[src/design/pks_pkg.sv]
package pks_pkg;

  // field widths fixed by the interface
  localparam int unsigned BYTE_W      = 8;
  localparam int unsigned KEY_W       = 32;
  localparam int unsigned ROUND_W     = 24;
  // job count is sized for the largest supported buffer (4096 bytes)
  localparam int unsigned JOB_CNT_W   = 13;

  // hash seeds and salts
  localparam logic [31:0] SEL_SEED    = 32'd13579;
  localparam logic [31:0] SALT_A      = 32'd12345;
  localparam logic [31:0] SALT_B      = 32'd54321;
  localparam logic [31:0] SALT_C      = 32'd98765;
  localparam logic [ROUND_W-1:0] ROUND_RESET = 24'd1000000;

  // selector modulus and reciprocal for the reduction
  localparam logic [16:0] BBS_MOD     = 17'd101273;
  localparam int unsigned RED_SHIFT   = 48;
  localparam logic [31:0] RED_MUL     = 32'((64'd1 << RED_SHIFT) / 64'd101273);
  // reciprocal of 3 for values below 2^17
  localparam int unsigned MOD3_SHIFT  = 18;
  localparam logic [16:0] MOD3_MUL    = 17'(((64'd1 << MOD3_SHIFT) + 64'd2) / 64'd3);

  // input and result items
  typedef struct packed {
    logic [BYTE_W-1:0] pass_byte;
    logic              last;
  } in_item_t;

  typedef struct packed {
    logic [KEY_W-1:0] key;
    logic             truncated;
  } out_item_t;

  // one finished password waiting for the back end
  typedef struct packed {
    logic                 bank;
    logic [JOB_CNT_W-1:0] count;
    logic                 truncated;
  } job_t;

  // back end hands a buffer bank back to the front end
  typedef struct packed {
    logic valid;
    logic bank;
  } release_t;

  typedef enum logic [1:0] {
    HASH_ADD,
    HASH_XOR,
    HASH_SHIFT
  } hash_e;

  typedef enum logic [3:0] {
    BK_IDLE,
    BK_LD_RD,
    BK_LD_MIX,
    BK_SQ,
    BK_RED,
    BK_SUB,
    BK_FIX,
    BK_MOD3,
    BK_WORD,
    BK_DONE
  } back_state_e;

  // sign-extend a byte as a signed char
  function automatic logic [31:0] sx8(input logic [7:0] b);
    return {{24{b[7]}}, b};
  endfunction

  function automatic logic [31:0] mix_add(input logic [31:0] h, input logic [7:0] b);
    return (h * 32'd33) + sx8(b);
  endfunction

  function automatic logic [31:0] mix_xor(input logic [31:0] h, input logic [7:0] b);
    return (h * 32'd127) ^ sx8(b);
  endfunction

  function automatic logic [31:0] mix_shift(input logic [31:0] h, input logic [7:0] b);
    logic [31:0] t;
    t = (h >> 3) + (h << 15);
    return h ^ (t * sx8(b));
  endfunction

  // one byte step of the selected salted hash
  function automatic logic [31:0] word_mix(input hash_e sel, input logic [31:0] h,
                                           input logic [7:0] b);
    logic [31:0] r;
    unique case (sel)
      HASH_ADD: r = mix_add(h, b);
      HASH_XOR: r = mix_xor(h, b);
      default:  r = mix_shift(h, b);
    endcase
    return r;
  endfunction

  function automatic logic [31:0] salt_of(input hash_e sel);
    logic [31:0] r;
    unique case (sel)
      HASH_ADD: r = SALT_A;
      HASH_XOR: r = SALT_B;
      default:  r = SALT_C;
    endcase
    return r;
  endfunction

endpackage

[src/design/pks_front.sv]
module pks_front #(
  parameter  int unsigned MAX_BYTES = 64,
  localparam int unsigned CNT_W     = $clog2(MAX_BYTES + 1),
  localparam int unsigned IDX_W     = (MAX_BYTES > 1) ? $clog2(MAX_BYTES) : 1,
  localparam int unsigned ADDR_W    = IDX_W + 1
) (
  input  logic              clk_i,
  input  logic              rst_ni,
  input  logic              in_valid_i,
  output logic              in_stall_o,
  input  pks_pkg::in_item_t in_item_i,
  input  logic              q_full_i,
  output logic              push_o,
  output pks_pkg::job_t     job_o,
  input  pks_pkg::release_t rel_i,
  input  logic              rd_en_i,
  input  logic [ADDR_W-1:0] rd_addr_i,
  output logic [7:0]        rd_data_o
);
  import pks_pkg::*;

  localparam int unsigned MEM_DEPTH = 2 ** ADDR_W;

  logic [7:0]       mem [MEM_DEPTH];
  logic [7:0]       rd_data_q;
  logic             bank_q, bank_d;
  logic [CNT_W-1:0] count_q, count_d;
  logic             ovf_q, ovf_d;
  logic [1:0]       busy_q, busy_d;
  logic             accept;
  logic             has_room;
  logic [CNT_W-1:0] count_inc;
  logic             ovf_inc;

  // the bank being filled must not be held by a pending job
  assign in_stall_o = busy_q[bank_q] | q_full_i;
  assign accept     = in_valid_i & ~in_stall_o;
  assign has_room   = (count_q < CNT_W'(MAX_BYTES));
  assign count_inc  = has_room ? (count_q + CNT_W'(1)) : count_q;
  assign ovf_inc    = ovf_q | ~has_room;

  // a byte marked last closes the password and queues a job
  assign push_o          = accept & in_item_i.last;
  assign job_o.bank      = bank_q;
  assign job_o.count     = JOB_CNT_W'(count_inc);
  assign job_o.truncated = ovf_inc;

  always_comb begin
    bank_d  = bank_q;
    count_d = count_q;
    ovf_d   = ovf_q;
    busy_d  = busy_q;
    if (rel_i.valid) begin
      busy_d[rel_i.bank] = 1'b0;
    end
    if (accept) begin
      if (in_item_i.last) begin
        busy_d[bank_q] = 1'b1;
        bank_d         = ~bank_q;
        count_d        = '0;
        ovf_d          = 1'b0;
      end else begin
        count_d = count_inc;
        ovf_d   = ovf_inc;
      end
    end
  end

  always_ff @(posedge clk_i or negedge rst_ni) begin
    if (!rst_ni) begin
      bank_q  <= 1'b0;
      count_q <= '0;
      ovf_q   <= 1'b0;
      busy_q  <= 2'b00;
    end else begin
      bank_q  <= bank_d;
      count_q <= count_d;
      ovf_q   <= ovf_d;
      busy_q  <= busy_d;
    end
  end

  // double-banked password store
  always_ff @(posedge clk_i) begin
    if (accept && has_room) begin
      mem[{bank_q, count_q[IDX_W-1:0]}] <= in_item_i.pass_byte;
    end
  end

  always_ff @(posedge clk_i) begin
    if (rd_en_i) begin
      rd_data_q <= mem[rd_addr_i];
    end
  end

  assign rd_data_o = rd_data_q;

endmodule

[config.mk]
export PLATFORM = sky130hd
export DESIGN_NAME = pks_front
export DESIGN_NICKNAME = d
export VERILOG_FILES = /design/src/design/pks_pkg.sv /design/src/design/pks_front.sv
export SDC_FILE = /design/constraint.sdc
export NUM_CORES = 1
export LEC_CHECK = 0
export BUFFER_PORTS_ARGS = -buffer_cell sky130_fd_sc_hd__buf_2
export CORE_MARGIN = 3
export CORE_UTILIZATION = 59
export CTS_CLUSTER_DIAMETER = 120
export DETAILED_ROUTE_END_ITERATION = 16
export PLACE_DENSITY = 0.71
export SLEW_MARGIN = 10
export SYNTH_ARGS = -nofsm -noshare
export SYNTH_HDL_FRONTEND = slang
export SYNTH_SLANG_ARGS = --single-unit
[constraint.sdc]
create_clock -name clk_i -period 3.4 [get_ports clk_i]
set_clock_uncertainty 0.1 [all_clocks]
set_input_delay 0.51 -clock clk_i [delete_from_list [all_inputs] [get_ports clk_i]]
set_output_delay 0.51 -clock clk_i [all_outputs]
set_load 0.03 [all_outputs]
Word-level counts from Yosys, hierarchy flattened
Memories as Yosys holds them, arrays and structs flattened. A register that Yosys moved wholly into a read port is not among the register bits.
Index checks and enable logic that the tools add are counted.
W data, S select, Z words.
{"block": "totals", "mem_count": 1, "output_inout_bits": 25, "ramBits": 1024, "register_bits": 11}
{"memory": "mem", "words": 128, "word_bits": 8, "rd": 1, "rd_clocked_by_memory_dff": 1, "wr": 1, "line_no": "pks_front.sv:24", "rtl": "logic [7:0] mem [MEM_DEPTH];"}
{"block": "classes", "bitwise_logic": 10, "magnitude_cmp": 5, "mux": 14, "n_addsub": 1, "reduce_logical": 4}
{"operator": "$mux W7", "n": 2}
{"operator": "$add A7 B1 Y7 const B", "n": 1}
{"operator": "$lt A7 B7 Y1 const B", "n": 1}
{"operator": "$mux W1", "n": 7}
{"operator": "$mux W2", "n": 3}
{"operator": "$lt A1 B2 Y1 const B", "n": 2}
{"operator": "$logic_and A1 B1 Y1", "n": 3}
{"operator": "$not A1 Y1", "n": 3}
{"operator": "$and A1 B1 Y1", "n": 2}
{"operator": "$and A2 B2 Y2", "n": 1}
{"operator": "$demux W1 S1", "n": 2}
{"operator": "$ge A1 B1 Y1 const B", "n": 2}
{"operator": "$not A2 Y2", "n": 1}
{"operator": "$or A1 B1 Y1", "n": 2}
{"operator": "$or A2 B2 Y2", "n": 1}
{"operator": "$reduce_and A2 Y1", "n": 1}

Depth between registers and ports, before layout
{"block": "depth", "ltp_word": 10, "ltp_mapped": 7, "depth_no_buf": 5}

Worst setup path after synthesis
Ideal clock, no wire load.
{"block": "synth_path", "path_kind": "input port to flip-flop", "startpoint": "input rd_addr_i[0]", "endpoint": "register rd_data_q[0] (netlist: rd_data_o[0]), read port of mem, data pin", "cell_stages": 6, "setup_ps": 260, "slack_ps": 153, "required_time_ps": 3040, "path_buffers": 2, "arrival_time_ps": 2887, "path_cell_list": "clkbuf_1 > clkbuf_1 > mux4_2 > mux4_2 > mux4_2 > mux2_2"}
{"element": "start, declared", "line_no": "pks_front.sv:17", "rtl": "input logic [ADDR_W-1:0] rd_addr_i,"}
{"element": "end, declared", "line_no": "pks_front.sv:25", "rtl": "logic [7:0] rd_data_q;"}

Worst setup path after layout
{"block": "layout_path", "startpoint": "register bank_q", "endpoint": "output push_o"}
{"block": "layout_via", "elab_chain_cells": 6}
{"element": "start, declared", "line_no": "pks_front.sv:26", "rtl": "logic bank_q, bank_d;"}
{"element": "start signal, assigned", "line_no": "pks_front.sv:76", "rtl": "bank_q <= bank_d;"}
{"element": "$mux W1 (not written as such) (2 in a row)", "line_no": "pks_front.sv:36", "rtl": "assign in_stall_o = busy_q[bank_q] | q_full_i;"}
{"element": "$or A1 B1 Y1", "line_no": "pks_front.sv:36"}
{"element": "$not A1 Y1", "line_no": "pks_front.sv:37", "rtl": "assign accept = in_valid_i & ~in_stall_o;"}
{"element": "$and A1 B1 Y1", "line_no": "pks_front.sv:37"}
{"element": "$and A1 B1 Y1", "line_no": "pks_front.sv:43", "rtl": "assign push_o = accept & in_item_i.last;"}
{"element": "end, declared", "line_no": "pks_front.sv:13", "rtl": "output logic push_o,"}
No other way between the ends. The select of a mux whose other input is x is not followed.

==> flow_summary.json <==
{
  "outcome": "completed",
  "n_fill_cell": 4040,
  "period_needed_ns": 2.88,
  "drv_slew": 0,
  "initial_core_util_pct": 59.8,
  "synth-main-ff-cell": "edfxtp_1",
  "synth-seq-cells": 1043,
  "synthSimpleGateAreaFrac_pct": 1.98,
  "place_ws_ns": 0.0129,
  "fin_tns_setup_ns": 0,
  "cts-resized-gates": 0,
  "grt_usage_pct": 26.8,
  "hold_viol": 0,
  "pin_count": 48,
  "die-width_microns": 268,
  "viasPerCell": 6.52,
  "cts_sinks": 1043,
  "nets": 1975,
  "synth-compound-area-share_pct": 0.183,
  "rows": 95,
  "cp_max_fo": 9,
  "grt_first_pass_wirelength_microns": 135000,
  "ys_types": 33,
  "synth_top_area_share_pct": 76.7,
  "clkPwrFrac_pct": 39.6,
  "dr.pass1.iters": 5,
  "antenna_found_initial": 6,
  "synth_xor_area_share_pct": 0.130,
  "switchingPower_w": 0.00581,
  "p_leak_nw": 14.8,
  "cts_root_buf": "clkbuf_16",
  "yosys_warnings": 0,
  "synth_cells": 1705,
  "tritoncts": "done",
  "dieArea_sq_mm": 0.0716,
  "drc": 0,
  "gp_congestion": 0.828,
  "ir_drop_mv": 0.356,
  "grt_max_degree": 100,
  "synthAdderAreaFrac_pct": 0.0310,
  "num_vias": 18900,
  "numPortBuffers": 41,
  "wl_per_cell_microns": 31.6,
  "numCtsBuffers": 101,
  "overflow": 0,
  "rsz0062_at_grt": "false",
  "cp-start-kind": "flip-flop",
  "cp_data_required_time_ns": 2.79,
  "synthTopCellsByArea": "edfxtp_1 77%, mux4_2 19%, nor2_1 1.2%",
  "async_flop_share_pct": 1.05,
  "wirelength_microns": 91900,
  "swShare_pct": 21.6,
  "synth_area_sq_mm": 0.0404,
  "maxCapViolCount": 0,
  "fp.dieH_microns": 268,
  "yosysSeqAreaShare_pct": 77.4,
  "synth_top_family_by_area": "multiplexers",
  "drtIter0Drc": 2632,
  "clockBufferDepth": 3,
  "worst_pin_slew_ns": 1.09,
  "ant_nets": 0,
  "fin_crit_sh_pct": 84.6,
  "post_synth.cell_area_avg_sq_um": 23.7,
  "arrival_ns": 2.27,
  "grt_pass1_vias": 19300,
  "synth_edf_count": 1032,
  "p_seq_share_pct": 53.3,
  "syn2layout_area_growth_pct": 14.8,
  "p_int_w": 0.0211,
  "muxShareOfSynthArea_pct": 19.0,
  "cellPowerDensity_mw_per_mm2": 580,
  "cts_max_level": 3,
  "setup_viol": 0,
  "clk_latency_ns": 0.65,
  "slew_headroom_pct": 27.6,
  "worstSetupPathType": "reg -> out",
  "synth.largest_area_cell": "edfxtp_1",
  "fmax_ghz": 0.348,
  "setup_ws_ns": 0.523,
  "drive_gt1_share_pct": 35.7,
  "coreArea_sq_mm": 0.0675,
  "dpl.hpwl_microns": 56100,
  "hp-class": "in -> reg",
  "cp-end-kind": "output pin",
  "pwr-share-comb_pct": 7.1,
  "path_clk_slew_ns": 0.06
}
[cell type report]
type,count,area (sq um),area share [%]
well taps,873,1090,2.36
repair buffers,244,2210,4.78
inverters,2,7.51,0.0162
diodes,1,2.50,0.00540
clock inverters,55,422,0.909
flip-flops and latches,1043,31300,67.4
clock buffers,130,2720,5.87
multi-input cells,559,8650,18.7
[cell usage after synthesis, types with 2 or more instances]
cell type and number:
nand4b_1 5, nand2_1 19, dfrtp_1 11, buf_1 19, or2_2 3, a21oi_1 5, nand2b_1 3, buf_2 16
clkbuf_1 52, nor2_1 134, nor2b_1 4, edfxtp_1 1032, o21ai_0 6, mux4_2 336, mux2_2 10, nand4_1 3
inv_1 2, buf_4 18, nand3_1 7, nand3b_1 3, xnor2_1 5
[final timing paths]
kind,startpoint,end,slack [ns],cells after the start
min reg2reg,busy_q[1],busy_q[1],0.41,1
max,bank_q,push_o,0.52,6
max reg2reg,bank_q,mem[65][7],0.53,4
max in group asynchronous,rst_ni,count_q[3],2.83,2
min,rel_i[1],busy_q[0],0.07,4
min in group asynchronous,rst_ni,count_q[2],0.15,2
[flip-flops by register name (all words and copies together) (netlist names)]
signal	count
mem	1024
busy_q	2
count_q	7
ovf_q	1
bank_q	1
rd_data_o	8
[cell usage in the layout, fill, tap and decap left out, types with 2 or more instances in the layout]
cell	Yosys	final
nand3_1	7	7
nand2b_1	3	3
a21oi_1	5	5
nand4_1	3	3
nor2_1	134	134
clkinv_1	0	27
or2_2	3	3
buf_8	0	2
clkinv_2	0	18
buf_12	0	35
inv_1	2	2
buf_2	16	30
nand4b_1	5	5
conb_1	1	6
nor2b_1	4	4
xnor2_1	5	5
nand2_1	19	19
inv_6	0	2
nand3b_1	3	3
dfrtp_1	11	11
edfxtp_1	1032	1032
clkbuf_16	0	105
o21ai_0	6	6
clkinv_8	0	2
buf_4	18	175
clkbuf_1	52	25
mux2_2	10	10
dlygate4sd3_1	0	2
bufinv_16	0	6
mux4_2	336	336
[worst max-delay path, stage by stage (launching register included)]
cell and delay (ns):
dfrtp_1 0.36, mux2i_1 0.37, and3b_1 0.33, buf_4 0.21, nand2_1 0.10, inv_1 0.07, buf_2 0.19
[power groups by stage]
stage          Combinational, W  Sequential [W]  Clock [W]
6_report                0.00192          0.0143     0.0106
5_1_grt                 0.00202          0.0143     0.0113
4_1_cts                 0.00193          0.0143     0.0108
3_5_place_dp            0.00191          0.0146          0
3_3_place_gp            0.00187          0.0146          0
2_1_floorplan           0.00105          0.0146          0
[layer usage]
metal  wire length [microns]  track usage (%)
met5                       9                0
met4                    2050             6.69
met3                   10100             7.25
met2                   43500             40.6
met1                   36300             39.8
[cells by family (layout without fill, tap and decap cells)]
group,after synthesis,after routing
mux,347,347
flops,1043,1043
buf+inv,108,431
compound gates,13,13
fa+ha+maj,1,1
simple gates,186,186
other cells,1,7
xor+xnor,6,6
[what timing repair did]
action                    4_1_cts  5_1_grt
buffers inserted                0        0
hold buffers                    2        0
hold endpoints to repair       12        0
[per-stage QoR]
step / instances / hold WS, ns / utilization, % / total power, W / area (sq um)
floorplan: 1710 / 0.114 / - / 0.0156 / 40400
global route: 2906 / 0.0648 / 68.7 / 0.0277 / 46400
CTS: 2906 / 0.0452 / 68.7 / 0.0270 / 46400
global placement: 2719 / 0.290 / 64.0 / 0.0165 / 43200
finish: 2907 / 0.0695 / 68.7 / 0.0269 / 46400
detailed placement: 2719 / 0.294 / 64.0 / 0.0165 / 43200
Power figures use the tool's default switching activity.
