**src/design/pks_pkg.sv**
```systemverilog
package pks_pkg;

  // field widths fixed by the interface
  localparam int unsigned BYTE_W      = 8;
  localparam int unsigned KEY_W       = 32;
  localparam int unsigned ROUND_W     = 24;
  // job count is sized for the largest supported buffer (4096 bytes)
  localparam int unsigned JOB_CNT_W   = 13;

  // hash seeds and salts
  localparam logic [31:0] SEL_SEED    = 32'd13579;
  localparam logic [31:0] SALT_A      = 32'd12345;
  localparam logic [31:0] SALT_B      = 32'd54321;
  localparam logic [31:0] SALT_C      = 32'd98765;
  localparam logic [ROUND_W-1:0] ROUND_RESET = 24'd1000000;

  // selector modulus and reciprocal for the reduction
  localparam logic [16:0] BBS_MOD     = 17'd101273;
  localparam int unsigned RED_SHIFT   = 48;
  localparam logic [31:0] RED_MUL     = 32'((64'd1 << RED_SHIFT) / 64'd101273);
  // reciprocal of 3 for values below 2^17
  localparam int unsigned MOD3_SHIFT  = 18;
  localparam logic [16:0] MOD3_MUL    = 17'(((64'd1 << MOD3_SHIFT) + 64'd2) / 64'd3);

  // input and result items
  typedef struct packed {
    logic [BYTE_W-1:0] pass_byte;
    logic              last;
  } in_item_t;

  typedef struct packed {
    logic [KEY_W-1:0] key;
    logic             truncated;
  } out_item_t;

  // one finished password waiting for the back end
  typedef struct packed {
    logic                 bank;
    logic [JOB_CNT_W-1:0] count;
    logic                 truncated;
  } job_t;

  // back end hands a buffer bank back to the front end
  typedef struct packed {
    logic valid;
    logic bank;
  } release_t;

  typedef enum logic [1:0] {
    HASH_ADD,
    HASH_XOR,
    HASH_SHIFT
  } hash_e;

  typedef enum logic [3:0] {
    BK_IDLE,
    BK_LD_RD,
    BK_LD_MIX,
    BK_SQ,
    BK_RED,
    BK_SUB,
    BK_FIX,
    BK_MOD3,
    BK_WORD,
    BK_DONE
  } back_state_e;

  // sign-extend a byte as a signed char
  function automatic logic [31:0] sx8(input logic [7:0] b);
    return {{24{b[7]}}, b};
  endfunction

  function automatic logic [31:0] mix_add(input logic [31:0] h, input logic [7:0] b);
    return (h * 32'd33) + sx8(b);
  endfunction

  function automatic logic [31:0] mix_xor(input logic [31:0] h, input logic [7:0] b);
    return (h * 32'd127) ^ sx8(b);
  endfunction

  function automatic logic [31:0] mix_shift(input logic [31:0] h, input logic [7:0] b);
    logic [31:0] t;
    t = (h >> 3) + (h << 15);
    return h ^ (t * sx8(b));
  endfunction

  // one byte step of the selected salted hash
  function automatic logic [31:0] word_mix(input hash_e sel, input logic [31:0] h,
                                           input logic [7:0] b);
    logic [31:0] r;
    unique case (sel)
      HASH_ADD: r = mix_add(h, b);
      HASH_XOR: r = mix_xor(h, b);
      default:  r = mix_shift(h, b);
    endcase
    return r;
  endfunction

  function automatic logic [31:0] salt_of(input hash_e sel);
    logic [31:0] r;
    unique case (sel)
      HASH_ADD: r = SALT_A;
      HASH_XOR: r = SALT_B;
      default:  r = SALT_C;
    endcase
    return r;
  endfunction

endpackage

```
**src/design/pks_back.sv**
```systemverilog
module pks_back #(
  parameter  int unsigned MAX_BYTES = 64,
  localparam int unsigned CNT_W     = $clog2(MAX_BYTES + 1),
  localparam int unsigned IDX_W     = (MAX_BYTES > 1) ? $clog2(MAX_BYTES) : 1,
  localparam int unsigned ADDR_W    = IDX_W + 1
) (
  input  logic                          clk_i,
  input  logic                          rst_ni,
  input  logic [pks_pkg::ROUND_W-1:0]   round_count_i,
  input  logic                          q_empty_i,
  input  pks_pkg::job_t                 job_i,
  output logic                          pop_o,
  output pks_pkg::release_t             rel_o,
  output logic                          rd_en_o,
  output logic [ADDR_W-1:0]             rd_addr_o,
  input  logic [7:0]                    rd_data_i,
  output logic                          out_valid_o,
  input  logic                          out_stall_i,
  output pks_pkg::out_item_t            out_item_o
);
  import pks_pkg::*;

  back_state_e        state_q, state_d;
  logic [CNT_W-1:0]   cnt_q, cnt_d;
  logic               bank_q, bank_d;
  logic               trunc_q, trunc_d;
  logic [31:0]        sel_q, sel_d;
  logic [31:0]        key_q, key_d;
  logic [31:0]        sq_q, sq_d;
  logic [15:0]        qe_q, qe_d;
  logic [17:0]        rem_q, rem_d;
  hash_e              hsel_q, hsel_d;
  logic [31:0]        h_q, h_d;
  logic [1:0]         byte_q, byte_d;
  logic [ROUND_W-1:0] rnd_q, rnd_d;

  logic [CNT_W-1:0]   cnt_dec;
  logic [63:0]        red_prod;
  logic [31:0]        qd_prod;
  logic [33:0]        m3_prod;
  logic [15:0]        q3;
  logic [16:0]        m3_rem;
  logic [31:0]        h_next;
  logic [7:0]         key_byte;

  assign cnt_dec  = cnt_q - CNT_W'(1);
  assign red_prod = 64'(sq_q) * 64'(RED_MUL);
  assign qd_prod  = 32'(qe_q) * 32'(BBS_MOD);
  assign m3_prod  = 34'(sel_q[16:0]) * 34'(MOD3_MUL);
  assign q3       = m3_prod[33:18];
  assign m3_rem   = sel_q[16:0] - 17'(18'(q3) * 18'd3);
  assign key_byte = key_q[{byte_q, 3'b000} +: 8];
  assign h_next   = word_mix(hsel_q, h_q, key_byte);

  // next state
  always_comb begin
    state_d = state_q;
    unique case (state_q)
      BK_IDLE: begin
        if (!q_empty_i) state_d = BK_LD_RD;
      end
      BK_LD_RD:  state_d = BK_LD_MIX;
      BK_LD_MIX: begin
        if (cnt_q == CNT_W'(1)) begin
          state_d = (round_count_i == '0) ? BK_DONE : BK_SQ;
        end else begin
          state_d = BK_LD_RD;
        end
      end
      BK_SQ:   state_d = BK_RED;
      BK_RED:  state_d = BK_SUB;
      BK_SUB:  state_d = BK_FIX;
      BK_FIX:  state_d = BK_MOD3;
      BK_MOD3: state_d = BK_WORD;
      BK_WORD: begin
        if (byte_q == 2'd0) begin
          state_d = (rnd_q == ROUND_W'(1)) ? BK_DONE : BK_SQ;
        end
      end
      BK_DONE: begin
        if (!out_stall_i) state_d = BK_IDLE;
      end
      default: state_d = BK_IDLE;
    endcase
  end

  // datapath and outputs
  always_comb begin
    cnt_d     = cnt_q;
    bank_d    = bank_q;
    trunc_d   = trunc_q;
    sel_d     = sel_q;
    key_d     = key_q;
    sq_d      = sq_q;
    qe_d      = qe_q;
    rem_d     = rem_q;
    hsel_d    = hsel_q;
    h_d       = h_q;
    byte_d    = byte_q;
    rnd_d     = rnd_q;
    pop_o     = 1'b0;
    rel_o     = '0;
    rd_en_o   = 1'b0;
    rd_addr_o = {bank_q, cnt_dec[IDX_W-1:0]};
    unique case (state_q)
      BK_IDLE: begin
        if (!q_empty_i) begin
          pop_o   = 1'b1;
          cnt_d   = job_i.count[CNT_W-1:0];
          bank_d  = job_i.bank;
          trunc_d = job_i.truncated;
          sel_d   = SEL_SEED;
          key_d   = SALT_B;
        end
      end
      // fetch stored bytes from the last one down
      BK_LD_RD: begin
        rd_en_o = 1'b1;
      end
      BK_LD_MIX: begin
        sel_d = mix_add(sel_q, rd_data_i);
        key_d = mix_xor(key_q, rd_data_i);
        cnt_d = cnt_dec;
        rnd_d = round_count_i;
        if (cnt_q == CNT_W'(1)) begin
          rel_o.valid = 1'b1;
          rel_o.bank  = bank_q;
        end
      end
      // selector update: square, then reduce by reciprocal multiply
      BK_SQ: begin
        sq_d = sel_q * sel_q;
      end
      BK_RED: begin
        qe_d = red_prod[63:48];
      end
      BK_SUB: begin
        rem_d = 18'(sq_q - qd_prod);
      end
      BK_FIX: begin
        if (rem_q >= 18'(BBS_MOD)) begin
          sel_d = 32'(rem_q - 18'(BBS_MOD));
        end else begin
          sel_d = 32'(rem_q);
        end
      end
      // pick the salted hash from selector mod 3
      BK_MOD3: begin
        unique case (m3_rem[1:0])
          2'd0:    hsel_d = HASH_ADD;
          2'd1:    hsel_d = HASH_XOR;
          default: hsel_d = HASH_SHIFT;
        endcase
        h_d    = salt_of(hsel_d);
        byte_d = 2'd3;
      end
      // one key byte per cycle, most significant first
      BK_WORD: begin
        h_d    = h_next;
        byte_d = byte_q - 2'd1;
        if (byte_q == 2'd0) begin
          key_d = h_next;
          rnd_d = rnd_q - ROUND_W'(1);
        end
      end
      BK_DONE: begin
      end
      default: begin
      end
    endcase
  end

  assign out_valid_o          = (state_q == BK_DONE);
  assign out_item_o.key       = key_q;
  assign out_item_o.truncated = trunc_q;

  always_ff @(posedge clk_i or negedge rst_ni) begin
    if (!rst_ni) begin
      state_q <= BK_IDLE;
    end else begin
      state_q <= state_d;
    end
  end

  // working registers
  always_ff @(posedge clk_i) begin
    cnt_q   <= cnt_d;
    bank_q  <= bank_d;
    trunc_q <= trunc_d;
    sel_q   <= sel_d;
    key_q   <= key_d;
    sq_q    <= sq_d;
    qe_q    <= qe_d;
    rem_q   <= rem_d;
    hsel_q  <= hsel_d;
    h_q     <= h_d;
    byte_q  <= byte_d;
    rnd_q   <= rnd_d;
  end

endmodule

```
**config.mk**
```make
export PLATFORM = sky130hd
export DESIGN_NAME = pks_back
export DESIGN_NICKNAME = d
export VERILOG_FILES = /design/src/design/pks_pkg.sv /design/src/design/pks_back.sv
export SDC_FILE = /design/constraint.sdc
export NUM_CORES = 2
export LEC_CHECK = 0
export BUFFER_PORTS_ARGS = -buffer_cell sky130_fd_sc_hd__buf_2
export CAP_MARGIN = 10
export CORE_MARGIN = 1.5
export CORE_UTILIZATION = 55
export DETAILED_ROUTE_END_ITERATION = 16
export PLACE_DENSITY = 0.73
export SYNTH_ARGS = -nofsm -noshare
export SYNTH_HDL_FRONTEND = slang
export SYNTH_SLANG_ARGS = --single-unit
```
**constraint.sdc**
```tcl
create_clock -name clk_i -period 12.9 [get_ports clk_i]
set_input_delay 0.645 -clock clk_i [delete_from_list [all_inputs] [get_ports clk_i]]
set_output_delay 0.645 -clock clk_i [all_outputs]
set_load 0.005 [all_outputs]
```
## Word-level counts from Yosys, hierarchy flattened

Index checks and enable logic that the tools add are counted.
W data, S select, Z words.

| word-level totals | value |
|---|---|
| register bits | 203 |
| bits in latches | 0 |
| RAM bits | 0 |
| ROM bits | 0 |
| input port bits | 51 |
| output and inout port bits | 45 |
| word-level logic and storage cells | 100 |
| memories | 0 |

| cells by class | value |
|---|---|
| add/sub/neg operators | 9 |
| multipliers | 10 |
| divide/modulo/power cells | 0 |
| $lt $le $gt $ge | 1 |
| eq/ne operators | 17 |
| shift operators | 1 |
| multiplexer cells | 28 |
| bitwise gates (word level) | 4 |
| reductions and logical operators | 17 |

Operators by type and width:

| kind | count |
|---|---|
| $pmux W32 S3 | 2 |
| $mux W32 | 4 |
| $pmux W32 S2 | 2 |
| $xor A32 B32 Y32 | 3 |
| $add A32 B32 Y32 | 2 |
| $mul A32 B32 Y64 const B | 1 |
| $mul A32 B6 Y32 const B | 2 |
| $mul A32 B7 Y32 const B | 2 |
| $pmux W24 S2 | 1 |
| $pmux W4 S10 | 1 |
| $pmux W17 S2 | 1 |
| $mul A17 B16 Y33 const B | 1 |
| $add A29 B32 Y32 | 1 |
| $mul A32 B32 Y32 | 1 |
| $mul A32 B8 Y32 | 1 |
| $shiftx A32 B6 Y8 | 1 |
| $eq A24 B1 Y1 const B | 1 |
| $logic_not A24 Y1 | 1 |
| $mux W24 | 1 |
| $mux W4 | 6 |
| $sub A24 B1 Y24 const B | 1 |
| $sub A18 B17 Y19 const B | 1 |
| $ge A18 B17 Y1 const B | 1 |
| $mul A16 B17 Y18 const B | 1 |
| other kinds (24) | 48 |

## Longest topological paths before layout

| depth | value |
|---|---|
| depth in word-level cells | 9 |
| mapped depth | 31 |
| depth with buffers taken out | 29 |

## Least setup slack after synthesis

OpenSTA, ideal clock, no wires.

| path | value |
|---|---|
| path kind | register -> register |
| start | register byte_q[0] |
| end | register key_q[30] (data pin) |
| setup time | 0.257 ns |
| data arrival time | 7.419 ns |
| required time | 12.643 ns |
| path slack | 5.224 ns |
| stages on the path, launching flop included | 30 |
| path buffers | 5 |
| clock period less this slack | 7.676 ns |
| path through | edfxtp_1 buf_2 buf_2 mux2i_1 nand2_1 o21a_1 clkbuf_1 inv_2 buf_1 clkbuf_1 nor2_1 fa_1 inv_1 fa_1 fa_1 fa_1 inv_1 ha_1 a21o_1 a21oi_1 o21ai_1 or3_1 a31o_1 a211o_1 nand2_1 o2111ai_1 a21oi_1 xnor2_1 nand2_1 a32o_1 |

| between the ends | value |
|---|---|
| cells in the longest elaborated chain, start to end | 6 |
| elaborated cells between the ends (all ways) | 8 |
| those cells by class | add/sub: 1; mul: 1; shift: 1; mux: 3; bitwise: 2 |

Ends and longest elaborated chain:

| item | RTL line | RTL |
|---|---|---|
| start: declaration | pks_back.sv:34 | `logic [1:0] byte_q, byte_d;` |
| start signal: assignment | pks_back.sv:197 | `byte_q <= byte_d;` |
| $shiftx A32 B6 Y8 * | pks_back.sv:52 | `assign key_byte = key_q[{byte_q, 3'b000} +: 8];` |
| $mul A32 B8 Y32 | pks_pkg.sv:84 | `return h ^ (t * sx8(b));` |
| $xor A32 B32 Y32 | pks_pkg.sv:84 |  |
| $pmux W32 S2 * | pks_pkg.sv:91 | `unique case (sel)` |
| $mux W32 * | pks_back.sv:161 | `if (byte_q == 2'd0) begin` |
| $pmux W32 S3 * | pks_back.sv:105 | `unique case (state_q)` |
| net key_d[30] | pks_back.sv:28 | `logic [31:0] key_q, key_d;` |
| end signal: assignment | pks_back.sv:191 | `key_q <= key_d;` |
| end: declaration | pks_back.sv:28 |  |

The timed path passes the listed nets; every way through them passes the cells marked *. The select of a mux whose other input is x is not followed.
A chain may end at the register's enable or synchronous reset.

## Final worst setup path

| path | value |
|---|---|
| start | register sq_q[17] |
| end | register qe_q[12] (data pin) |

| between the ends | value |
|---|---|
| cells in the longest elaborated chain, start to end | 1 |

Ends and longest elaborated chain:

| item | RTL line | RTL |
|---|---|---|
| start: declaration | pks_back.sv:29 | `logic [31:0] sq_q, sq_d;` |
| start signal: assignment | pks_back.sv:192 | `sq_q <= sq_d;` |
| $mul A32 B32 Y64 | pks_back.sv:47 | `assign red_prod = 64'(sq_q) * 64'(RED_MUL);` |
| net red_prod[60] | pks_back.sv:38 | `logic [63:0] red_prod;` |
| end signal: assignment | pks_back.sv:193 | `qe_q <= qe_d;` |
| end: declaration | pks_back.sv:30 | `logic [15:0] qe_q, qe_d;` |

The timed path passes the listed nets, and every way through them passes these cells.

==> key figures <==
Logic synthesis
  • Asr flop ratio synth: 0.0199
  • Syn avg cell area: 9.75 sq um
  • Top post-synthesis cells by area: fa_1 (40%), ha_1 (18%), inv_1 (11%)
  • Synth cell count leaders: inv_1 (1959), fa_1 (1372), ha_1 (1001)
  • Sequential cell area fraction in the yosys report: 0.0885
  • Post-Syn Instances: 6967
  • Number of distinct library cells after synthesis: 84
  • Mapped Area: roughly 68000 sq um
  • Synth area leader: fa_1
  • Post-synth top area share: 0.404
  • Most frequent cell after synthesis: inv_1
  • Synth Flop Type: edfxtp_1
  • Post-synth EDFFs: 197
  • Yosys reg bits: 201
  • YS warnings: 0

Clock network
  • Clock slew at reported path FFs: 0.06 ns
  • Post-CTS Setup Repair Bufs: 0
  • Clock Latency Late Sink: between 0.6 and 0.7 ns
  • CTS H-Tree Depth: 1
  • CTS tree: built
  • Max clock buf depth: 3
  • Root buf cell: clkbuf_16
  • Clock tree sinks: roughly 200
  • CTS Buf Count: 28

Layout
  • Fillcell total: 10400
  • Layout Cells excl Fill: a little under 9000
  • Area Overhead vs Synth: 5.06%
  • Final Cell Area: 71400 sq um
  • Fraction of layout cells with a size suffix above 1: 0.0326
  • Fin nets: about 9500

Global routing
  • Gr usage total: 0.279
  • Initial antenna violation count: 0
  • GR Overflow Total: 0
  • First-pass GRT wire length: 275 mm
  • Largest net degree at the start of global routing: 81
  • Vias in the first global route: 51500

STA
  • Setup violators final: 0
  • Fmax achieved: 0.108 GHz
  • Fin. max-slew vios: 0
  • RSZ-0062 raised after global routing: no
  • Skew final: ~0.076 ns
  • Final Hold Vio Count: 0
  • Setup tns final: 0 ns
  • Headroom to the max-slew limit: 0.172
  • Period utilization: 0.716
  • Worst-margin pin slew: 1.23 ns
  • Minimum clock period: 9.24 ns

Route
  • Drt first-iter violations: roughly 2800
  • Antenna Nets Post-Route: 0
  • Number of remaining DRC errors: 0
  • Via density: 5.43
  • Vias: 47100
  • Drt first pass iters: 6
  • Drt wl/cell: 19.3 um
  • Routed wire length: 168 mm

Critical path
  • Max stage delay on crit path: 0.98 ns
  • CP arrival: 9.55 ns
  • Startpoint types: register
  • Most repeated library cell on the critical path: fa_1
  • Critical path peak fanout: 9
  • CP endpoint kind: register
  • CP Class: reg -> reg
  • WP data required: 13.22 ns
  • Slowest stage cell, crit path: a211oi_1

Flow run
  • Max-Cap Viols: 0

Die
  • Initial core utilization: 0.556
  • Die H: 354 um
  • Die extent in x: 354 um
  • Full die area: between 100000 and 150000 sq um
  • # rows: 128
  • Core ar.: 122000 sq um
  • I/O pins: 96

Min path
  • Worst hold path type: in -> reg

Placement
  • DP Area: 70400 sq um
  • Hpwl dp: 143 mm
  • Buffers on Ports: slightly below 90
  • Placed cells: 8629
  • Gpl congestion: 0.966

Run status
  • Status: finished clean
==> kinds of logic (layout without fill, tap and decap cells) <==
family	count (synthesis)	after routing	share of synthesized area
fa+ha+maj	2373	2373	0.589
buf+inv	2082	2163	0.115
simple gates	1095	1095	0.0752
compound gates	767	767	0.0736
xor+xnor	425	425	0.0552
flops	201	201	0.0885
mux	22	22	0.00355
other cells	2	10	0.000111
==> routing by layer <==
layer / wire length [um] / share of wire / global-route usage
met1: 69500 / 0.41 / 0.372
met2: 80700 / 0.48 / 0.470
met3: 10000 / 0.060 / 0.0326
met4: 7470 / 0.045 / 0.0989
met5: 0 / 0 / 0
==> metrics by stage <==
step	setup slack, ns	hold slack [ns]	utilization
2_1_floorplan	5.22	0.349	-
3_3_place_gp	3.93	0.468	0.576
3_5_place_dp	3.87	0.472	0.576
4_1_cts	3.78	0.171	0.584
5_1_grt	3.51	0.186	0.584
6_report	3.66	0.192	0.584
==> registers in the layout, indices dropped and copies added, names as in the netlist <==
name	count
key_q	32
cnt_q	7
sel_q	31
hsel_q	2
h_q	32
state_q	4
trunc_q	1
qe_q	16
sq_q	31
rem_q	18
bank_q	1
byte_q	2
rnd_q	24
==> worst paths after layout <==
check / startpoint / end / slack [ns] / cells after the start
max in group asynchronous: rst_ni / state_q[3] / 12.33 / 2
min: job_i[14] / bank_q / 0.19 / 1
min reg2reg: state_q[0] / state_q[0] / 0.67 / 1
max reg2reg: sq_q[17] / qe_q[12] / 3.66 / 25
min in group asynchronous: rst_ni / state_q[2] / 0.43 / 2
max: sq_q[17] / qe_q[12] / 3.66 / 25
==> worst max-delay path, delay by kind of cell, from the launching register on <==
family / cells / cell delay [ns]
and+or+nand+nor: 3 / 0.64
DFF: 1 / 0.88
AOI/OAI and AO/OA: 6 / 2.50
adders and majority gates: 9 / 4.21
buffers and inverters: 6 / 0.60
xor gates and xnor gates: 1 / 0.14
==> cells in the final DEF, fill, tap and decap left out, types with 39 or more instances in the layout <==
master and instances:
nor3_1 45, a21o_1 118, a21oi_1 201, edfxtp_1 197
fa_1 1372, nor2_1 324, and2_1 138, nand2_1 335
nand2b_1 39, xnor2_1 319, nand3_1 57, buf_4 53
ha_1 1001, xor2_1 104, o21ai_0 102, buf_2 89
inv_1 1958, o21ai_1 59
==> timing repair <==
action,CTS,global route
hold buffers,1,0
resized for setup,0,0
hold endpoints to repair,4,0
==> area by class of cell <==
cell class | instances | area, sq um | area share
Multi-Input combinational cell | 4691 | 54200 | 0.759
Sequential cell | 201 | 6020 | 0.0843
Inverter | 1970 | 7390 | 0.104
Antenna cell | 1 | 2.50 | 0.0000351
Timing Repair Buffer | 143 | 853 | 0.0120
Clock inverter | 17 | 204 | 0.00286
Tap cell | 1625 | 2030 | 0.0285
Clock buffer | 33 | 719 | 0.0101
Power is left out: the tool's default activity adds up to more than one toggle a clock period on the data nets, which glitch-free logic cannot reach.
