File: src/design/pks_pkg.sv
package pks_pkg;

  // field widths fixed by the interface
  localparam int unsigned BYTE_W      = 8;
  localparam int unsigned KEY_W       = 32;
  localparam int unsigned ROUND_W     = 24;
  // job count is sized for the largest supported buffer (4096 bytes)
  localparam int unsigned JOB_CNT_W   = 13;

  // hash seeds and salts
  localparam logic [31:0] SEL_SEED    = 32'd13579;
  localparam logic [31:0] SALT_A      = 32'd12345;
  localparam logic [31:0] SALT_B      = 32'd54321;
  localparam logic [31:0] SALT_C      = 32'd98765;
  localparam logic [ROUND_W-1:0] ROUND_RESET = 24'd1000000;

  // selector modulus and reciprocal for the reduction
  localparam logic [16:0] BBS_MOD     = 17'd101273;
  localparam int unsigned RED_SHIFT   = 48;
  localparam logic [31:0] RED_MUL     = 32'((64'd1 << RED_SHIFT) / 64'd101273);
  // reciprocal of 3 for values below 2^17
  localparam int unsigned MOD3_SHIFT  = 18;
  localparam logic [16:0] MOD3_MUL    = 17'(((64'd1 << MOD3_SHIFT) + 64'd2) / 64'd3);

  // input and result items
  typedef struct packed {
    logic [BYTE_W-1:0] pass_byte;
    logic              last;
  } in_item_t;

  typedef struct packed {
    logic [KEY_W-1:0] key;
    logic             truncated;
  } out_item_t;

  // one finished password waiting for the back end
  typedef struct packed {
    logic                 bank;
    logic [JOB_CNT_W-1:0] count;
    logic                 truncated;
  } job_t;

  // back end hands a buffer bank back to the front end
  typedef struct packed {
    logic valid;
    logic bank;
  } release_t;

  typedef enum logic [1:0] {
    HASH_ADD,
    HASH_XOR,
    HASH_SHIFT
  } hash_e;

  typedef enum logic [3:0] {
    BK_IDLE,
    BK_LD_RD,
    BK_LD_MIX,
    BK_SQ,
    BK_RED,
    BK_SUB,
    BK_FIX,
    BK_MOD3,
    BK_WORD,
    BK_DONE
  } back_state_e;

  // sign-extend a byte as a signed char
  function automatic logic [31:0] sx8(input logic [7:0] b);
    return {{24{b[7]}}, b};
  endfunction

  function automatic logic [31:0] mix_add(input logic [31:0] h, input logic [7:0] b);
    return (h * 32'd33) + sx8(b);
  endfunction

  function automatic logic [31:0] mix_xor(input logic [31:0] h, input logic [7:0] b);
    return (h * 32'd127) ^ sx8(b);
  endfunction

  function automatic logic [31:0] mix_shift(input logic [31:0] h, input logic [7:0] b);
    logic [31:0] t;
    t = (h >> 3) + (h << 15);
    return h ^ (t * sx8(b));
  endfunction

  // one byte step of the selected salted hash
  function automatic logic [31:0] word_mix(input hash_e sel, input logic [31:0] h,
                                           input logic [7:0] b);
    logic [31:0] r;
    unique case (sel)
      HASH_ADD: r = mix_add(h, b);
      HASH_XOR: r = mix_xor(h, b);
      default:  r = mix_shift(h, b);
    endcase
    return r;
  endfunction

  function automatic logic [31:0] salt_of(input hash_e sel);
    logic [31:0] r;
    unique case (sel)
      HASH_ADD: r = SALT_A;
      HASH_XOR: r = SALT_B;
      default:  r = SALT_C;
    endcase
    return r;
  endfunction

endpackage

File: src/design/pks_job_fifo.sv
module pks_job_fifo (
  input  logic          clk_i,
  input  logic          rst_ni,
  input  logic          push_i,
  input  pks_pkg::job_t job_i,
  input  logic          pop_i,
  output pks_pkg::job_t job_o,
  output logic          full_o,
  output logic          empty_o
);
  import pks_pkg::*;

  job_t       slot_q [2];
  logic       wr_ptr_q, wr_ptr_d;
  logic       rd_ptr_q, rd_ptr_d;
  logic [1:0] fill_q, fill_d;

  assign full_o  = (fill_q == 2'd2);
  assign empty_o = (fill_q == 2'd0);
  assign job_o   = slot_q[rd_ptr_q];

  // pointer and fill bookkeeping
  always_comb begin
    wr_ptr_d = wr_ptr_q;
    rd_ptr_d = rd_ptr_q;
    fill_d   = fill_q;
    if (push_i) begin
      wr_ptr_d = ~wr_ptr_q;
    end
    if (pop_i) begin
      rd_ptr_d = ~rd_ptr_q;
    end
    if (push_i && !pop_i) begin
      fill_d = fill_q + 2'd1;
    end else if (!push_i && pop_i) begin
      fill_d = fill_q - 2'd1;
    end
  end

  always_ff @(posedge clk_i or negedge rst_ni) begin
    if (!rst_ni) begin
      wr_ptr_q <= 1'b0;
      rd_ptr_q <= 1'b0;
      fill_q   <= 2'd0;
    end else begin
      wr_ptr_q <= wr_ptr_d;
      rd_ptr_q <= rd_ptr_d;
      fill_q   <= fill_d;
    end
  end

  // job storage
  always_ff @(posedge clk_i) begin
    if (push_i) begin
      slot_q[wr_ptr_q] <= job_i;
    end
  end

endmodule

File: config.mk
export PLATFORM = sky130hd
export DESIGN_NAME = pks_job_fifo
export DESIGN_NICKNAME = d
export VERILOG_FILES = /design/src/design/pks_pkg.sv /design/src/design/pks_job_fifo.sv
export SDC_FILE = /design/constraint.sdc
export NUM_CORES = 1
export LEC_CHECK = 0
export BUFFER_PORTS_ARGS = -buffer_cell sky130_fd_sc_hd__buf_2
export CAP_MARGIN = 15
export CORE_MARGIN = 5
export CORE_UTILIZATION = 54
export CTS_CLUSTER_SIZE = 28
export DETAILED_ROUTE_END_ITERATION = 7
export PLACE_DENSITY = 0.9
export SETUP_SLACK_MARGIN = 0.5
export SYNTH_ARGS = -nofsm -noshare
export SYNTH_HDL_FRONTEND = slang
export SYNTH_SLANG_ARGS = --single-unit
File: constraint.sdc
create_clock -name clk_i -period 3.6 [get_ports clk_i]
set_input_delay 0.36 -clock clk_i [delete_from_list [all_inputs] [get_ports clk_i]]
set_output_delay 0.36 -clock clk_i [all_outputs]
set_load 0.03 [all_outputs]
* Yosys cells after proc, flatten, opt, wreduce, memory -nomap -nowiden
Memory sizes are Yosys's and may differ from the RTL's. Cells that the tools add are included.
Word-level totals: bits in registers 4, memory bits (writable) 30, input bits 19, output and inout bits 17, word-level logic and storage cells 19, memories kept 1
Memories:
- slot_q | words 2, bits a word 15, rd ports 1, clocked after Yosys merged registers in 0, wr ports 1, RTL line pks_job_fifo.sv:13 | job_t slot_q [2];
Cells by class: add/subtract/negate cells 2, equal/unequal tests 1, multiplexer cells 4, bitwise gates (word level) 2, reductions and logical operators 6
Operator list (count):
- $mux 2 | 2
- $add 2x1->2 const B | 1
- $eq 2x2->1 const B | 1
- $logic_and 1x1->1 | 2
- $logic_not 1->1 | 2
- $logic_not 2->1 | 1
- $mux 1 | 2
- $not 1->1 | 2
- $reduce_bool 2->1 | 1
- $sub 2x1->2 const B | 1

* Longest topological paths before layout
Gate-level depths: netlist of run 1.
depth after elaboration 4, depth in mapped cells 5, mapped depth without buffers 5

* Worst setup path after synthesis of run 1
Ideal clock, no wire load.
path type register -> register, from reg wr_ptr_q, to mem slot_q[0][0] (netlist bit) (enable), setup time 0.388 ns, data arrival time 1.095 ns, required time 3.212 ns, path slack 2.117 ns, cell stages (with the launch flop) 2, path buffers 0, period minus slack after synthesis 1.483 ns, path through dfrtp_1 nor2b_1
RTL lines:
- from (decl) | RTL line pks_job_fifo.sv:14 | logic wr_ptr_q, wr_ptr_d;
- from (signal assigned) | RTL line pks_job_fifo.sv:46 | wr_ptr_q <= wr_ptr_d;
- to (decl) | RTL line pks_job_fifo.sv:13
No word-level cell before the write port.

==> impl_metrics.toml, run 1 <==
[setup_path]
cp.arrival_ns = 1.76
worst-setup-path-type = "flip-flop to output pin"
start_kind = "flip-flop"
crit_path_max_fanout = 16
cp-startpoint = "rd_ptr_q$_DFFE_PN0P_"
setup.worst_path.end = "job_o[13]"
rrSetupSlack_ns = 2.07
r2r-start = "wr_ptr_q$_DFFE_PN0P_"
r2r_end = "slot_q[0][1]$_DFFE_PP_"
cp-end-kind = "output pin"
reg2reg_depth = 2
worst_ep_required_time_ns = 3.24

[timing]
setup_viol_count_final = 0
fin_crit_sh = 0.590
tns_ns = 0
slew_headroom = 0.495
skew_ns = 0.00252
fin_crit_ns = 2.12
worstMarginPinSlew_ns = 0.758
hold_violations = 0
report.final.slew_viol_count = 0
max_freq_mhz = 471
rsz0062_at_grt = "no"

[logic_synthesis]
yosysWarnings = 0
yosys.area.top_type = "edfxtp_1"
synth_nets = 83
syn_area_sq_um = 1320
syn_area_per_cell_sq_um = 21.0
synth_simple_gate_area_frac = 0.0199
synth_top_family_by_area = "multiplexers"
synthTopCellsByArea = "edfxtp_1 68%, mux2_4 10%, dfrtp_1 7.6%"
ys_seq_elements = 34
yosysSeqAreaShare = 0.758
synth_mux_area_frac = 0.153
yosys.cell_types.count = 13
synth_compound_area_frac = 0
synthXorXnorAreaFrac = 0.0331
yosysTopAreaCellShare = 0.682
syn_inst = 63
synthAdderAreaFrac = 0.00947

[detailed_routing]
drtAntennaViolNets = 0
firstDrtPassIters = 4
wl_per_cell_um = 15.4
drt_iter0_markers = 11
vias_per_cell = 4.92
vias = 669
drt-total-wl_um = 2100
drc = 0

[pwr]
p_per_area_nw_per_um2 = 813
power_leakage_nw = 0.658
p_comb_frac = 0.358
sw_frac_of_total = 0.354
power_switching_uw = 457
p_clk_frac = 0.174
power_frac_seq = 0.467
ir_drop_uv = 630
internal-power_uw = 835

[finish]
layout_common_cells = "35 x buf_2, 30 x edfxtp_1, 9 x mux2_4, 6 x mux2_2, 5 x clkbuf_4"
layout_commonest_cell = "buf_2"
fin_util = 0.659
nets = 125
syn_to_final_growth_pct = 20.3
fillerInstances = 166
n_antenna_cell = 0
drive_above_1_share = 0.547

[clock_tree]
cts_hold_buf = 1
cts_root_buffer = "clkbuf_4"
clock-sinks = 34
cts_setup_buffers = 0
tritoncts = "yes"
htree_levels = 2
ctsResizeCount = 0
insertion_delay_ns = 0.32
numCtsBuffers = 5
clockBufferDepth = 2
clkTransAtPathRegs_ns = 0.09

[floorplan]
pin_count = 36
rows = 18
start_util = 0.548
core_sq_um = 2410
die_y_um = 59.5
die-area_sq_um = 3540
die_w_um = 59.5

[placed_design]
dp_hpwl_um = 1590
gp_congestion = 0.664
portBuffers = 35

[outcome]
outcome = "finished, final reports clean"

[global_route]
overflow = 0
grt_start_max_net_pins = 17
antenna_found_initial = 0
grt_pass1_vias = 759
grt_pass1_wl_um = 3310
grt_usage = 0.136

[min_path]
min_path_type = "input port to flip-flop"

[run]
cap_violations = 0
[synthesized netlist by cell type (all sizes together)]
cell / instances
edfxtp: 30
and2: 1
nor2b: 2
xnor2: 1
nor2: 2
inv: 1
ha: 1
buf: 2
dfrtp: 4
xor2: 4
mux2: 15
[registers in the layout (all words and copies together), names as in the netlist]
signal and count:
fill_q 2, wr_ptr_q 1, slot_q 30, rd_ptr_q 1
[critical path, stage by stage, from the launching register on]
cell	delay, ns
dfrtp_1	0.84
mux2_2	0.42
buf_2	0.18
[metal layers]
layer	global-route usage	share of wire	vias up
li1	-	-	317
met1	0.129	0.32	325
met2	0.243	0.58	21
met3	0.0588	0.070	6
met4	0.0744	0.021	0
met5	0	0	-
[kinds of logic (layout without fill, tap and decap cells)]
| group | count (synthesis) | after routing |
|---|---|---|
| DFF | 34 | 34 |
| muxes | 15 | 15 |
| xor gates and xnor gates | 5 | 5 |
| and+or+nand+nor | 5 | 5 |
| buffers and inverters | 3 | 46 |
| adders and majority gates | 1 | 1 |
[layout make-up]
type | instances | area, sq um | share of cell area
Multi-Input combinational cell | 26 | 285 | 0.180
Sequential cell | 34 | 1000 | 0.630
Timing Repair Buffer | 37 | 193 | 0.121
Clock buffer | 7 | 65.1 | 0.0409
Clock inverter | 1 | 3.75 | 0.00236
Tap cell | 30 | 37.5 | 0.0236
Inverter | 1 | 3.75 | 0.00236
[how the worst min path moves through the flow]
| stage | end | slack [ns] | cells after the start | from |
|---|---|---|---|---|
| floorplan | fill_q[0]$_DFFE_PN0P_ | 0.06 | 0 | rst_ni |
| global placement | fill_q[0]$_DFFE_PN0P_ | 0.17 | 1 | rst_ni |
| detailed placement | fill_q[0]$_DFFE_PN0P_ | 0.17 | 1 | rst_ni |
| CTS | slot_q[0][0]$_DFFE_PP_ | 0.20 | 1 | job_i[0] |
| global route | slot_q[0][8]$_DFFE_PP_ | 0.20 | 1 | job_i[8] |
| finish | slot_q[0][3]$_DFFE_PP_ | 0.22 | 1 | job_i[3] |
[power by group through the flow]
stage	clock (mW)	sequential [mW]	combinational [mW]
after floorplan	0	0.565	0.424
after global placement	0	0.604	0.458
after detailed placement	0	0.615	0.469
after CTS	0.231	0.606	0.470
after global routing	0.250	0.618	0.493
final	0.225	0.604	0.463
[per-stage QoR]
step / area (sq um) / setup WS, ns / total power [mW] / hold slack [ns] / std cells
4_1_cts: 1590 / 1.44 / 1.31 / 0.204 / 136
2_1_floorplan: 1320 / 2.12 / 0.989 / 0.0644 / 63
5_1_grt: 1590 / 1.36 / 1.36 / 0.196 / 136
3_3_place_gp: 1510 / 1.82 / 1.06 / 0.167 / 127
3_5_place_dp: 1510 / 1.81 / 1.08 / 0.173 / 127
6_report: 1590 / 1.48 / 1.29 / 0.217 / 136
No activity file was read; power rests on OpenSTA's default activity.
==> run 2: changes to the inputs <==
ABC_AREA = 1   (was default)
CORE_UTILIZATION = 45   (was 54)
PLACE_DENSITY = 0.81   (was 0.9)
clock period = 1.95 ns   (was 3.6 ns; I/O delays follow)
==> impl_metrics.toml, run 2 <==
[pwr]
sw_frac_of_total = 0.355
internal-power_mw = 1.67
power_leakage_nw = 0.730
p_comb_frac = 0.453
ir_drop_uv = 813
p_clk_frac = 0.138
p_per_area_nw_per_um2 = 1510
power_switching_uw = 919
power_frac_seq = 0.409

[clock_tree]
tritoncts = "yes"
insertion_delay_ns = 0.33
htree_levels = 2
cts_root_buffer = "clkbuf_4"
numCtsBuffers = 5
clock-sinks = 34
clockBufferDepth = 2
clkTransAtPathRegs_ns = 0.10

[timing]
report.final.slew_viol_count = 0
fin_crit_sh = 0.807
hold_violations = 0
worstMarginPinSlew_ns = 0.596
skew_ns = 0.00830
max_freq_mhz = 636
fin_crit_ns = 1.57
tns_ns = 0
slew_headroom = 0.602
setup_viol_count_final = 0
rsz0062_at_grt = "yes"

[setup_path]
cp-end-kind = "output pin"
crit_family = "flip-flops"
worst-setup-path-type = "flip-flop to output pin"
cp.arrival_ns = 1.38
r2r_end = "slot_q[1][0]$_DFFE_PP_"
crit_chain = "buf_12 > mux2_2 > buf_4"
rrSetupSlack_ns = 0.66
setup.worst_path.end = "job_o[7]"
cp_slowest_cell = "dfrtp_2"
crit_path_max_fanout = 11
reg2reg_depth = 2
start_kind = "flip-flop"
worst_ep_required_time_ns = 1.75
cpPeakStageDelay_ns = 0.41
crit_cells = 3
crit_buf_inv = 2
cp-startpoint = "rd_ptr_q$_DFFE_PN0P_"
r2r-start = "wr_ptr_q$_DFFE_PN0P_"

[detailed_routing]
firstDrtPassIters = 4
vias = 727
drtAntennaViolNets = 0
drc = 0
drt-total-wl_um = 2180
wl_per_cell_um = 14.7
vias_per_cell = 4.88
drt_iter0_markers = 8

[logic_synthesis]
yosysTopAreaCellShare = 0.672
yosysSeqAreaShare = 0.746
synthXorXnorAreaFrac = 0.0196
yosys.cell_types.count = 14
synth-async-reset-ratio = 0.118
synth_mux_area_frac = 0.151
synthTopCellsByArea = "edfxtp_1 67%, mux2_4 10%, dfrtp_1 7.5%"
syn_area_per_cell_sq_um = 18.6
yosys.area.top_type = "edfxtp_1"
synth_nets = 92
synth_simple_gate_area_frac = 0.0308
synth_edf_count = 30
synth_compound_area_frac = 0
syn_area_sq_um = 1340
ys_seq_elements = 34
yosysWarnings = 0
synth_common_cells = "30 x edfxtp_1, 9 x mux2_4, 7 x inv_1"
syn_inst = 72
yosysMostFrequentCell = "edfxtp_1"
synthAdderAreaFrac = 0.00933
synth_top_family_by_area = "multiplexers"
synth_flop_cell = "edfxtp_1"

[run]
cap_violations = 0

[finish]
fin_util = 0.612
layout_common_cells = "30 x edfxtp_1, 20 x buf_2, 11 x buf_6, 10 x mux2_4"
n_antenna_cell = 0
drive_above_1_share = 0.534
regMostFlops = "slot_q"
nets = 137
final_cells = 149
design_area_sq_um = 1720
largest_register_ff_count = 30
syn_to_final_growth_pct = 28.0
top_regs = "slot_q (30), fill_q (2)"
layout_commonest_cell = "edfxtp_1"
fillerInstances = 211

[global_route]
grt_pass1_wl_um = 3570
grt_pass1_vias = 770
antenna_found_initial = 0
grt_usage = 0.118
overflow = 0
grt_start_max_net_pins = 16

[min_path]
min_path_type = "input port to flip-flop"
hold_depth = 1

[floorplan]
die-area_sq_um = 4170
core_sq_um = 2810
die_y_um = 64.6
die_w_um = 64.6
rows = 19
pin_count = 36
start_util = 0.478

[placed_design]
gp_congestion = 0.643
portBuffers = 35
dp_cells = 138
placed_cell_area_sq_um = 1540
dp_hpwl_um = 1640

[outcome]
outcome = "finished, final reports clean"
-- run 2: changes by cell type in the layout (fill, tap and decap cells not counted), sizes merged, moves of 2 or more --
| cell | before | now |
|---|---|---|
| nor2b | 2 | 0 |
| buf | 36 | 39 |
| clkbuf | 7 | 5 |
| inv | 1 | 7 |
| xor2 | 4 | 2 |
| nand2 | 0 | 5 |
-- run 2: power groups by stage --
stage	clock network (mW)	logic, mW	registers [mW]
2_1_floorplan	0	0.791	1.04
3_5_place_dp	0	0.943	1.08
4_1_cts	0.371	1.19	1.05
6_report	0.358	1.17	1.06
3_3_place_gp	0	0.927	1.07
5_1_grt	0.413	1.24	1.07
-- run 2: what timing repair did --
item	in CTS	in global routing
endpoints found under the setup margin	15	17
buffers inserted	2	0
hold buffers	1	0
cloned	0	0
gates resized for setup	31	1
endpoints found under the hold margin	4	0
-- run 2: area by class of cell --
| type | count | area (sq um) | share of cell area |
|---|---|---|---|
| Tap cell | 31 | 38.8 | 0.0226 |
| Sequential cell | 34 | 1000 | 0.584 |
| Inverter | 7 | 26.3 | 0.0153 |
| Clock inverter | 3 | 16.3 | 0.00948 |
| Multi-Input combinational cell | 29 | 289 | 0.168 |
| Timing Repair Buffer | 40 | 307 | 0.179 |
| Clock buffer | 5 | 37.5 | 0.0219 |
-- run 2: per-layer routing --
layer | up-vias | track usage | routed length [um]
li1 | 352 | - | -
met1 | 339 | 0.129 | 918
met2 | 31 | 0.192 | 1050
met3 | 5 | 0.0639 | 184
met4 | 0 | 0.0475 | 30
met5 | - | 0 | 0
-- run 2: how the worst min path moves through the flow --
| stage | from | to | slack, ns |
|---|---|---|---|
| floorplan | rst_ni | fill_q[0]$_DFFE_PN0P_ | -0.10 |
| global placement | rst_ni | wr_ptr_q$_DFFE_PN0P_ | 0.008 |
| detailed placement | rst_ni | fill_q[1]$_DFFE_PN0P_ | 0.01 |
| CTS | job_i[1] | slot_q[1][1]$_DFFE_PP_ | 0.03 |
| global route | job_i[1] | slot_q[1][1]$_DFFE_PP_ | 0.02 |
| finish | job_i[1] | slot_q[1][1]$_DFFE_PP_ | 0.04 |
-- run 2: metrics by stage --
stage          worst slack [ns]  power, mW  hold WS, ns
6_report                  0.377       2.59       0.0450
5_1_grt                   0.306       2.72       0.0172
4_1_cts                   0.358       2.61       0.0291
3_5_place_dp              0.437       2.03       0.0104
3_3_place_gp              0.481       2.00      0.00781
2_1_floorplan             0.501       1.83       -0.101
-- run 2: kinds of logic after synthesis --
| family | after synthesis |
|---|---|
| flops | 34 |
| mux | 15 |
| simple gates | 10 |
| buf+inv | 9 |
| xor+xnor | 3 |
| fa+ha+maj | 1 |
-- run 2: worst register-to-register path: cells and delay by family (launching register included) --
family	cells	cell delay (ns)
flops	1	0.42
simple gates	1	0.07
buf+inv	1	0.44
==> run 3: changes to the inputs <==
CORE_UTILIZATION = 50   (was 45)
PLACE_DENSITY = 0.84   (was 0.81)
clock period = 1.6 ns   (was 1.95 ns; I/O delays follow)
==> impl_metrics.toml, run 3 (synthesis results as in run 2) <==
[floorplan]
core_sq_um = 2520
die-area_sq_um = 3820
pin_count = 36
rows = 18
die_y_um = 61.8
start_util = 0.532
die_w_um = 61.8

[clock_tree]
clockBufferDepth = 2
insertion_delay_ns = 0.32
numCtsBuffers = 5
clkTransAtPathRegs_ns = 0.09
cts_root_buffer = "clkbuf_4"
tritoncts = "yes"
clock-sinks = 34
htree_levels = 2

[global_route]
antenna_found_initial = 0
grt_pass1_vias = 813
grt_usage = 0.143
grt_pass1_wl_um = 3650
grt_start_max_net_pins = 10
overflow = 0

[finish]
multi_input_area_sq_um = 315
top_regs = "slot_q (30), fill_q (2)"
fin_util = 0.717
regMostFlops = "slot_q"
largest_register_ff_count = 30
ff_latch_area_sq_um = 1000
layout_common_cells = "30 x edfxtp_1, 19 x buf_6, 18 x buf_2, 15 x mux2_4, 8 x buf_4"
syn_to_final_growth_pct = 34.9
layout_commonest_cell = "edfxtp_1"
fillerInstances = 167
nets = 144
n_antenna_cell = 0
drive_above_1_share = 0.556

[pwr]
internal-power_mw = 2.16
power_switching_mw = 1.15
sw_frac_of_total = 0.346
p_comb_frac = 0.490
p_per_area_nw_per_um2 = 1830
ir_drop_uv = 1210
p_clk_frac = 0.121
power_mw = 3.31
power_leakage_nw = 0.787
power_frac_seq = 0.389

[outcome]
outcome = "finished, final reports clean"

[placed_design]
gp_congestion = 0.634
portBuffers = 35
dp_hpwl_um = 1660

[timing]
skew_ns = 0.00539
hold_violations = 0
tns_ns = 0
fin_crit_sh = 0.953
slew_headroom = 0.885
fin_crit_ns = 1.52
max_freq_mhz = 656
report.final.slew_viol_count = 0
worstMarginPinSlew_ns = 0.172
setup_viol_count_final = 0
rsz0062_at_grt = "yes"

[setup_path]
crit_path_max_fanout = 8
cp-end-kind = "output pin"
cp.arrival_ns = 1.36
worst-setup-path-type = "flip-flop to output pin"
cp_slowest_cell = "dfrtp_1"
start_kind = "flip-flop"
r2r-start = "wr_ptr_q$_DFFE_PN0P_"
cp-startpoint = "rd_ptr_q$_DFFE_PN0P_"
crit_chain = "buf_6 > mux2_4 > buf_6"
worst_ep_required_time_ns = 1.44
crit_top_cell = "buf_6"
cpPeakStageDelay_ns = 0.40

[run]
cap_violations = 0

[detailed_routing]
vias = 759
drt-total-wl_um = 2370
drtAntennaViolNets = 0
firstDrtPassIters = 4
vias_per_cell = 4.93
drt_iter0_markers = 9
drc = 0
wl_per_cell_um = 15.4

[min_path]
min_path_type = "input port to flip-flop"
hold_start = "job_i[0]"
## run 3: cell types whose count changed in the layout (fill, tap and decap cells not counted), sizes merged
| cell | delta |
|---|---|
| clkinv | -2 |
| dlygate4sd3 | +1 |
| clkbuf | +2 |
| buf | +6 |
| clkinvlp | -1 |
## run 3: final cells by class
class	instances	area share
timing repair buffer	47	0.212
tap	30	0.0207
inverter	7	0.0145
multi-input combinational	29	0.174
sequential	34	0.553
clock buffer	7	0.0249
## run 3: power groups by stage
stage	registers, mW	clock network (mW)	logic, mW
after CTS	1.28	0.421	1.60
after global placement	1.29	0	1.18
after detailed placement	1.31	0	1.20
after global routing	1.31	0.467	1.70
final	1.29	0.401	1.62
after floorplan	1.27	0	0.970
## run 3: worst paths after layout
kind | to | slack, ns | depth (start not counted)
setup / recovery | job_o[0] | 0.08 | 3
hold / removal | slot_q[1][0]$_DFFE_PP_ | 0.02 | 1
setup reg to reg | slot_q[1][5]$_DFFE_PP_ | 0.58 | 3
hold reg to reg | wr_ptr_q$_DFFE_PN0P_ | 0.55 | 1
max in group asynchronous | wr_ptr_q$_DFFE_PN0P_ | 1.31 | 2
min in group asynchronous | fill_q[0]$_DFFE_PN0P_ | 0.16 | 2
## run 3: repair_timing
action / 4_1_cts / 5_1_grt
endpoints found under the hold margin: 4 / 2
gates resized for setup: 42 / 3
setup endpoints to repair: 44 / 25
pin swaps: 2 / 2
buffers inserted: 5 / 1
hold buffers: 1 / 1
gates cloned: 0 / 0
## run 3: through the flow
stage	instance area (sq um)	setup slack, ns	instances	hold slack, ns
2_1_floorplan	1350	0.471	72	-0.136
3_3_place_gp	1560	0.384	139	-0.0320
3_5_place_dp	1560	0.359	139	-0.0236
4_1_cts	1790	0.0585	152	0.00626
5_1_grt	1810	0.0122	154	0.000343
6_report	1810	0.0756	154	0.0233
## run 3: worst max-delay path, delay by kind of cell, from the launching register on
kind / cells / cell delay, ns
muxes: 1 / 0.31
buffers and inverters: 2 / 0.32
DFF: 1 / 0.40
## run 3: per-layer routing
layer	global-route usage	wire length [um]
met5	0	0
met4	0.0545	29
met3	0.0682	155
met2	0.253	1390
met1	0.146	798
